File: src/design/iir_direct_form_one_filter_defines.svh
// Assertion macros used by the IIR direct form one filter top level.
`ifndef IIR_DIRECT_FORM_ONE_FILTER_DEFINES_SVH
`define IIR_DIRECT_FORM_ONE_FILTER_DEFINES_SVH

`ifndef SYNTH

`define IIR_DF1_ASSERT_NOW(lbl, expr) \
	lbl: assert property (@(posedge clk) disable iff (!arst_n) (expr)) \
		else $error("assertion lbl failed");

`define IIR_DF1_ASSERT_NEXT(lbl, ante, cons) \
	lbl: assert property (@(posedge clk) disable iff (!arst_n) (ante) |=> (cons)) \
		else $error("assertion lbl failed");

`else

`define IIR_DF1_ASSERT_NOW(lbl, expr)

`define IIR_DF1_ASSERT_NEXT(lbl, ante, cons)

`endif

`endif

File: src/design/iir_df1_pkg.sv
// Shared types and constants of the IIR direct form one filter.
package iir_df1_pkg;

	localparam int SAMPLE_W = 16;
	localparam int COEF_W   = 16;
	localparam int TAPS_W   = 2;
	localparam int INDEX_W  = 3;
	localparam int PROD_W   = SAMPLE_W + COEF_W;
	localparam int ACC_W    = PROD_W + 4;
	localparam int FRAC_SHIFT = 14;
	localparam int RESULT_W = ACC_W - FRAC_SHIFT;

	localparam logic [TAPS_W-1:0] NUM_TAPS = 2'd3;
	localparam logic [TAPS_W-1:0] DEN_TAPS = 2'd2;

	localparam logic [INDEX_W-1:0] REG_NUM_TAPS = 3'd0;
	localparam logic [INDEX_W-1:0] REG_DEN_TAPS = 3'd1;
	localparam logic [INDEX_W-1:0] REG_B0       = 3'd2;
	localparam logic [INDEX_W-1:0] REG_B1       = 3'd3;
	localparam logic [INDEX_W-1:0] REG_B2       = 3'd4;
	localparam logic [INDEX_W-1:0] REG_A1       = 3'd5;
	localparam logic [INDEX_W-1:0] REG_A2       = 3'd6;

	localparam logic signed [COEF_W-1:0] B0_RESET = 16'sd16384;

	typedef logic signed [SAMPLE_W-1:0] sample_t;
	typedef logic signed [COEF_W-1:0]   coef_t;

	typedef struct packed {
		logic [TAPS_W-1:0] num_taps_used;
		logic [TAPS_W-1:0] den_taps_used;
		coef_t             b0;
		coef_t             b1;
		coef_t             b2;
		coef_t             a1;
		coef_t             a2;
	} coef_set_t;

	typedef struct packed {
		sample_t x0;
		sample_t x1;
		sample_t x2;
		sample_t y1;
		sample_t y2;
	} taps_t;

endpackage

File: src/design/iir_df1_mac.sv
// Multiply-accumulate, rounding and saturation for one filter output sample.
module iir_df1_mac (
	input  iir_df1_pkg::coef_set_t coefs,
	input  iir_df1_pkg::taps_t     taps,
	output iir_df1_pkg::sample_t   y,
	output logic                   sat
);

	logic                                      use_b0, use_b1, use_b2, use_a1, use_a2;
	logic [iir_df1_pkg::TAPS_W-1:0]            den_eff;
	logic signed [iir_df1_pkg::PROD_W-1:0]     p_b0, p_b1, p_b2, p_a1, p_a2;
	logic signed [iir_df1_pkg::ACC_W-1:0]      acc;
	logic signed [iir_df1_pkg::ACC_W-1:0]      acc_rnd;
	logic signed [iir_df1_pkg::RESULT_W-1:0]   res;

	localparam logic signed [iir_df1_pkg::ACC_W-1:0] RND_HALF =
		iir_df1_pkg::ACC_W'(1) <<< (iir_df1_pkg::FRAC_SHIFT - 1);
	localparam logic signed [iir_df1_pkg::RESULT_W-1:0] RES_MAX =
		iir_df1_pkg::RESULT_W'(32767);
	localparam logic signed [iir_df1_pkg::RESULT_W-1:0] RES_MIN =
		-iir_df1_pkg::RESULT_W'(32768);

	always_comb begin
		den_eff = (coefs.den_taps_used > iir_df1_pkg::DEN_TAPS) ?
			iir_df1_pkg::DEN_TAPS : coefs.den_taps_used;
		use_b0 = coefs.num_taps_used > 2'd0;
		use_b1 = coefs.num_taps_used > 2'd1;
		use_b2 = coefs.num_taps_used > 2'd2;
		use_a1 = den_eff > 2'd0;
		use_a2 = den_eff > 2'd1;

		p_b0 = '0;
		p_b1 = '0;
		p_b2 = '0;
		p_a1 = '0;
		p_a2 = '0;
		if (use_b0) p_b0 = coefs.b0 * taps.x0;
		if (use_b1) p_b1 = coefs.b1 * taps.x1;
		if (use_b2) p_b2 = coefs.b2 * taps.x2;
		if (use_a1) p_a1 = coefs.a1 * taps.y1;
		if (use_a2) p_a2 = coefs.a2 * taps.y2;

		acc = iir_df1_pkg::ACC_W'(p_b0) + iir_df1_pkg::ACC_W'(p_b1)
			+ iir_df1_pkg::ACC_W'(p_b2) - iir_df1_pkg::ACC_W'(p_a1)
			- iir_df1_pkg::ACC_W'(p_a2);
		acc_rnd = acc + RND_HALF;
		res = acc_rnd[iir_df1_pkg::ACC_W-1:iir_df1_pkg::FRAC_SHIFT];

		if (res > RES_MAX) begin
			y   = iir_df1_pkg::sample_t'(16'sh7fff);
			sat = 1'b1;
		end else if (res < RES_MIN) begin
			y   = iir_df1_pkg::sample_t'(16'sh8000);
			sat = 1'b1;
		end else begin
			y   = res[iir_df1_pkg::SAMPLE_W-1:0];
			sat = 1'b0;
		end
	end

endmodule

File: src/design/iir_direct_form_one_filter.sv
// Top level of the IIR direct form one filter: registers, delay lines and stream ports.
// The filter takes one Q1.15 sample per beat and returns one rounded, saturated Q1.15
// sample per beat; a new sample is accepted in every cycle in which the output register
// is empty or being read, and each result is registered and appears in the cycle after
// its sample is taken. This rests on the feedback path: five parallel 16x16
// multipliers, the sum, rounding and clipping all sit between the delay-line registers
// and the output register, so y[n-1] is ready for the next sample. Coefficients (Q2.14)
// and tap counts are written through the configuration channel, which is always ready
// and should be used only while the filter is idle.
`include "iir_direct_form_one_filter_defines.svh"

module iir_direct_form_one_filter (
	input  logic                                   clk,
	input  logic                                   arst_n,
	input  logic                                   s_tvalid,
	output logic                                   s_tready,
	input  logic [iir_df1_pkg::SAMPLE_W-1:0]       s_tdata,  // [15:0] sample_in
	output logic                                   m_tvalid,
	input  logic                                   m_tready,
	output logic [iir_df1_pkg::SAMPLE_W-1:0]       m_tdata,  // [15:0] sample_out
	output logic                                   m_tuser,  // [0] saturated
	input  logic                                   cfg_valid,
	output logic                                   cfg_ready,
	input  logic [iir_df1_pkg::INDEX_W-1:0]        cfg_index,
	input  logic [iir_df1_pkg::COEF_W-1:0]         cfg_data
);

	iir_df1_pkg::coef_set_t coefs_q;
	iir_df1_pkg::sample_t   x1_q, x2_q, y1_q, y2_q;
	iir_df1_pkg::taps_t     taps;
	iir_df1_pkg::sample_t   y_new;
	logic                   sat_new;
	logic                   out_valid_q;
	iir_df1_pkg::sample_t   out_data_q;
	logic                   out_sat_q;
	logic                   in_beat;

	assign s_tready  = !out_valid_q || m_tready;
	assign in_beat   = s_tvalid && s_tready;
	assign cfg_ready = 1'b1;
	assign m_tvalid  = out_valid_q;
	assign m_tdata   = out_data_q;
	assign m_tuser   = out_sat_q;

	assign taps.x0 = s_tdata;
	assign taps.x1 = x1_q;
	assign taps.x2 = x2_q;
	assign taps.y1 = y1_q;
	assign taps.y2 = y2_q;

	iir_df1_mac u_mac (
		.coefs (coefs_q),
		.taps  (taps),
		.y     (y_new),
		.sat   (sat_new)
	);

	always_ff @(posedge clk or negedge arst_n) begin
		if (!arst_n) begin
			coefs_q.num_taps_used <= iir_df1_pkg::NUM_TAPS;
			coefs_q.den_taps_used <= '0;
			coefs_q.b0            <= iir_df1_pkg::B0_RESET;
			coefs_q.b1            <= '0;
			coefs_q.b2            <= '0;
			coefs_q.a1            <= '0;
			coefs_q.a2            <= '0;
		end else if (cfg_valid && cfg_ready) begin
			unique case (cfg_index)
				iir_df1_pkg::REG_NUM_TAPS: coefs_q.num_taps_used <= cfg_data[iir_df1_pkg::TAPS_W-1:0];
				iir_df1_pkg::REG_DEN_TAPS: coefs_q.den_taps_used <= cfg_data[iir_df1_pkg::TAPS_W-1:0];
				iir_df1_pkg::REG_B0:       coefs_q.b0 <= cfg_data;
				iir_df1_pkg::REG_B1:       coefs_q.b1 <= cfg_data;
				iir_df1_pkg::REG_B2:       coefs_q.b2 <= cfg_data;
				iir_df1_pkg::REG_A1:       coefs_q.a1 <= cfg_data;
				iir_df1_pkg::REG_A2:       coefs_q.a2 <= cfg_data;
				default: ;
			endcase
		end
	end

	always_ff @(posedge clk or negedge arst_n) begin
		if (!arst_n) begin
			x1_q <= '0;
			x2_q <= '0;
			y1_q <= '0;
			y2_q <= '0;
		end else if (in_beat) begin
			x1_q <= s_tdata;
			x2_q <= x1_q;
			y1_q <= y_new;
			y2_q <= y1_q;
		end
	end

	always_ff @(posedge clk or negedge arst_n) begin
		if (!arst_n) begin
			out_valid_q <= 1'b0;
		end else if (in_beat) begin
			out_valid_q <= 1'b1;
		end else if (m_tready) begin
			out_valid_q <= 1'b0;
		end
	end

	always_ff @(posedge clk) begin
		if (in_beat) begin
			out_data_q <= y_new;
			out_sat_q  <= sat_new;
		end
	end

	`IIR_DF1_ASSERT_NEXT(a_beat_gives_result, in_beat, m_tvalid)
	`IIR_DF1_ASSERT_NEXT(a_feedback_matches_out, in_beat, y1_q == out_data_q)
	`IIR_DF1_ASSERT_NEXT(a_input_delay, in_beat, x1_q == $past(s_tdata))
	`IIR_DF1_ASSERT_NOW(a_sat_is_clipped, !(m_tvalid && m_tuser) || m_tdata == 16'h7fff || m_tdata == 16'h8000)

endmodule
File: config.mk
export PLATFORM = sky130hd
export DESIGN_NAME = iir_direct_form_one_filter
export DESIGN_NICKNAME = d
export VERILOG_FILES = /design/src/design/iir_df1_pkg.sv /design/src/design/iir_df1_mac.sv /design/src/design/iir_direct_form_one_filter.sv
export VERILOG_INCLUDE_DIRS = /design/src /design/src/design
export SDC_FILE = /design/constraint.sdc
export NUM_CORES = 2
export LEC_CHECK = 0
export BUFFER_PORTS_ARGS = -buffer_cell sky130_fd_sc_hd__buf_2
export CORE_MARGIN = 5
export CORE_UTILIZATION = 56
export DETAILED_ROUTE_END_ITERATION = 8
export PLACE_DENSITY = 0.72
export SKIP_LAST_GASP = 1
export SLEW_MARGIN = 30
export SYNTH_ARGS = -nofsm -noshare
export SYNTH_HDL_FRONTEND = slang
export SYNTH_HIERARCHICAL = 1
export SYNTH_SLANG_ARGS = --single-unit
export TNS_END_PERCENT = 5
File: constraint.sdc
create_clock -name clk -period 14.8 [get_ports clk]
set_clock_uncertainty 0.2 [all_clocks]
set_input_delay 0.74 -clock clk [delete_from_list [all_inputs] [get_ports clk]]
set_output_delay 0.74 -clock clk [all_outputs]
set_load 0.02 [all_outputs]
==> metrics.cfg <==
[outcome]
status=complete, no violations

[setup_path]
critPathKind=flip-flop to flip-flop
path_buf_inv=7
max_stage_delay_ps=780
crit_fanout=18
cp_top_family=adder cells
slowest_stage=fa_1
crit_top_cell=fa_1
cp-start-kind=flip-flop
crit_path_end_kind=flip-flop
arrival_ps=12500
required_ps=14980

[timing]
hold_ws_ps=10.2
finalSetupViolCount=0
rsz0062_at_grt=no
period_share_pct=83.3
hold_viol=0
slew_viol_final=0
tightest_slew_ps=986
max_slew_margin_pct=34.0
fin_crit_ps=12330
tns_ps=0
fmax_mhz=81.1

[drt]
wl_per_cell_um=20.3
drt_wl_total_mm=156
initialDrtViolationCount=2953
ant_nets=0
avgViaCountPerCell=5.47
first_pass_iters=6
vias=42000
drc=0

[floorplanning]
die_h_um=337
dieWidth_um=337
core-area_um2=107000
die_area_um2=114000
ios=60
start_util_pct=56.2
rows=120

[yosys]
yosysWarnings=6
synth_fp_nets=8289
synth_async_sr_flop_share_pct=89.8
synth-seq-cells=166
synthDistinctLibCells=83
synthCells=6368
ys_seq_area_share_pct=7.09
synth_edf_count=17
synthesis.area_um2=59900
synth-main-ff-cell=dfrtp_1
avgSynthCellArea_um2=9.40

[cells_and_area]
final_cell_mix=1650 x inv_1, 1406 x fa_1, 767 x nand2_1, 569 x and2_1, 475 x ha_1
drive_above_1_share_pct=4.71
layout-area-overhead-vs-synth_pct=3.49
nets=8189
layout.cells.most_common=inv_1

[clocking]
ctsHoldBuffers=0
clockRootBuffer=clkbuf_16
cts_buffers=17
post_cts_buffers=0
cts_sinks=166
clk_latency_ps=510
cts_resized=0
clk_transition_reported_paths_ps=90
h-tree-depth=4
cts_tree=yes
cts.path.max_buffers=2

[global_routing]
grt_pass1_wl_mm=252
use_met2_pct=47.2
met1_usage_pct=38.7
top_usage_layer=met2
grt_start_max_net_pins=56
antenna_found_initial=11
gr-usage-all-layers_pct=28.6
grt_pass1_vias=45600
grt_overflow_total=0
grt_util_met3_pct=5.91

[placement]
io_buffers=58
dp_hpwl_mm=128
gp_congestion=0.914

[flow_run]
maxCapViolCount=0

[worst_hold_path]
hold_class=primary input to asynchronous set/reset pin

-- layout make-up --
| type | instances | area (µm²) |
|---|---|---|
| clock inverters | 13 | 205 |
| inverters | 1651 | 6200 |
| clock buffers | 19 | 443 |
| multi-input cells | 4354 | 48600 |
| well taps | 1403 | 1760 |
| fillers | 9345 | 44700 |
| diodes | 3 | 7.51 |
| repair buffers | 78 | 450 |
| flip-flops and latches | 166 | 4240 |
-- cell families (layout without fill, tap and decap cells) --
family | after synthesis | count (layout) | synth area share (%)
fa+ha+maj | 1881 | 1881 | 56.9
buf+inv | 1848 | 1761 | 11.7
simple gates | 1717 | 1717 | 14.3
compound gates | 438 | 438 | 4.75
xor+xnor | 167 | 167 | 2.44
flops | 166 | 166 | 7.09
mux | 150 | 150 | 2.82
other cells | 1 | 4 | 0.00626
-- Yosys cell counts, drive strengths merged, types with 10 or more instances --
master | count | share of area, %
mux2 | 148 | 2.8
buf | 16 | 0.18
nor3b | 12 | 0.17
and2 | 569 | 5.9
xnor2 | 123 | 1.8
o21a | 30 | 0.38
edfxtp | 17 | 0.85
clkbuf | 181 | 1.1
a211o | 11 | 0.16
fa | 1406 | 47
o21ai | 92 | 0.79
nand3 | 39 | 0.33
a21oi | 119 | 0.99
o211ai | 14 | 0.18
nor2b | 26 | 0.28
and3 | 14 | 0.15
nand4 | 10 | 0.10
xor2 | 44 | 0.64
nor3 | 37 | 0.33
o31ai | 11 | 0.14
o21bai | 15 | 0.19
nor2 | 128 | 0.80
a21o | 72 | 0.90
ha | 475 | 9.9
dfrtp | 146 | 6.1
nand2b | 65 | 0.68
inv | 1650 | 10
nand2 | 768 | 4.8
a211oi | 16 | 0.21
or2 | 12 | 0.13
-- per-layer routing --
metal,wire (µm),up-vias
met5,47,-
met4,4830,6
met3,11200,255
met2,74600,1367
met1,65200,21800
li1,-,18600
-- per-stage QoR --
step | instance area, µm² | worst slack [ps] | instances | util, %
global route | 61900 | 1980 | 7685 | 58.1
finish | 61900 | 2470 | 7687 | 58.1
floorplan | 59900 | 4060 | 6368 | -
global placement | 61300 | 2630 | 7651 | 57.5
CTS | 61900 | 2580 | 7683 | 58.1
detailed placement | 61300 | 2430 | 7651 | 57.5
-- sequential cells by signal, summed over array words and instances (netlist names) --
| name | count |
|---|---|
| y2_q | 16 |
| x1_q | 16 |
| coefs_q | 84 |
| m_tvalid | 1 |
| x2_q | 16 |
| y1_q | 16 |
| m_tuser | 1 |
| m_tdata | 16 |
-- worst reg2reg max path, delay by kind of cell (launching register included) --
kind            cells  cell delay [ps]
flops               1              660
buf+inv             7              690
mux                 2              660
compound gates     10             2790
fa+ha+maj          11             5620
simple gates        7             1580
-- final timing paths --
kind / startpoint / to / slack [ps] / cells after the start
max in group asynchronous: arst_n / coefs_q[41]$_DFFE_PN0P_ / 12440 / 3
min reg2reg: coefs_q[80]$_DFFE_PN0P_ / coefs_q[80]$_DFFE_PN0P_ / 380 / 1
min: arst_n / coefs_q[11]$_DFFE_PN0P_ / 10 / 1
max: y1_q[1]$_DFFE_PN0P_ / y1_q[2]$_DFFE_PN0P_ / 2470 / 37
max reg2reg: y1_q[1]$_DFFE_PN0P_ / y1_q[2]$_DFFE_PN0P_ / 2470 / 37
min in group clk: s_tvalid / m_tvalid$_DFFE_PN0P_ / 260 / 2
Power is not shown: default switching activity piles up to over one toggle a cycle in this logic, so the estimate is an artifact.
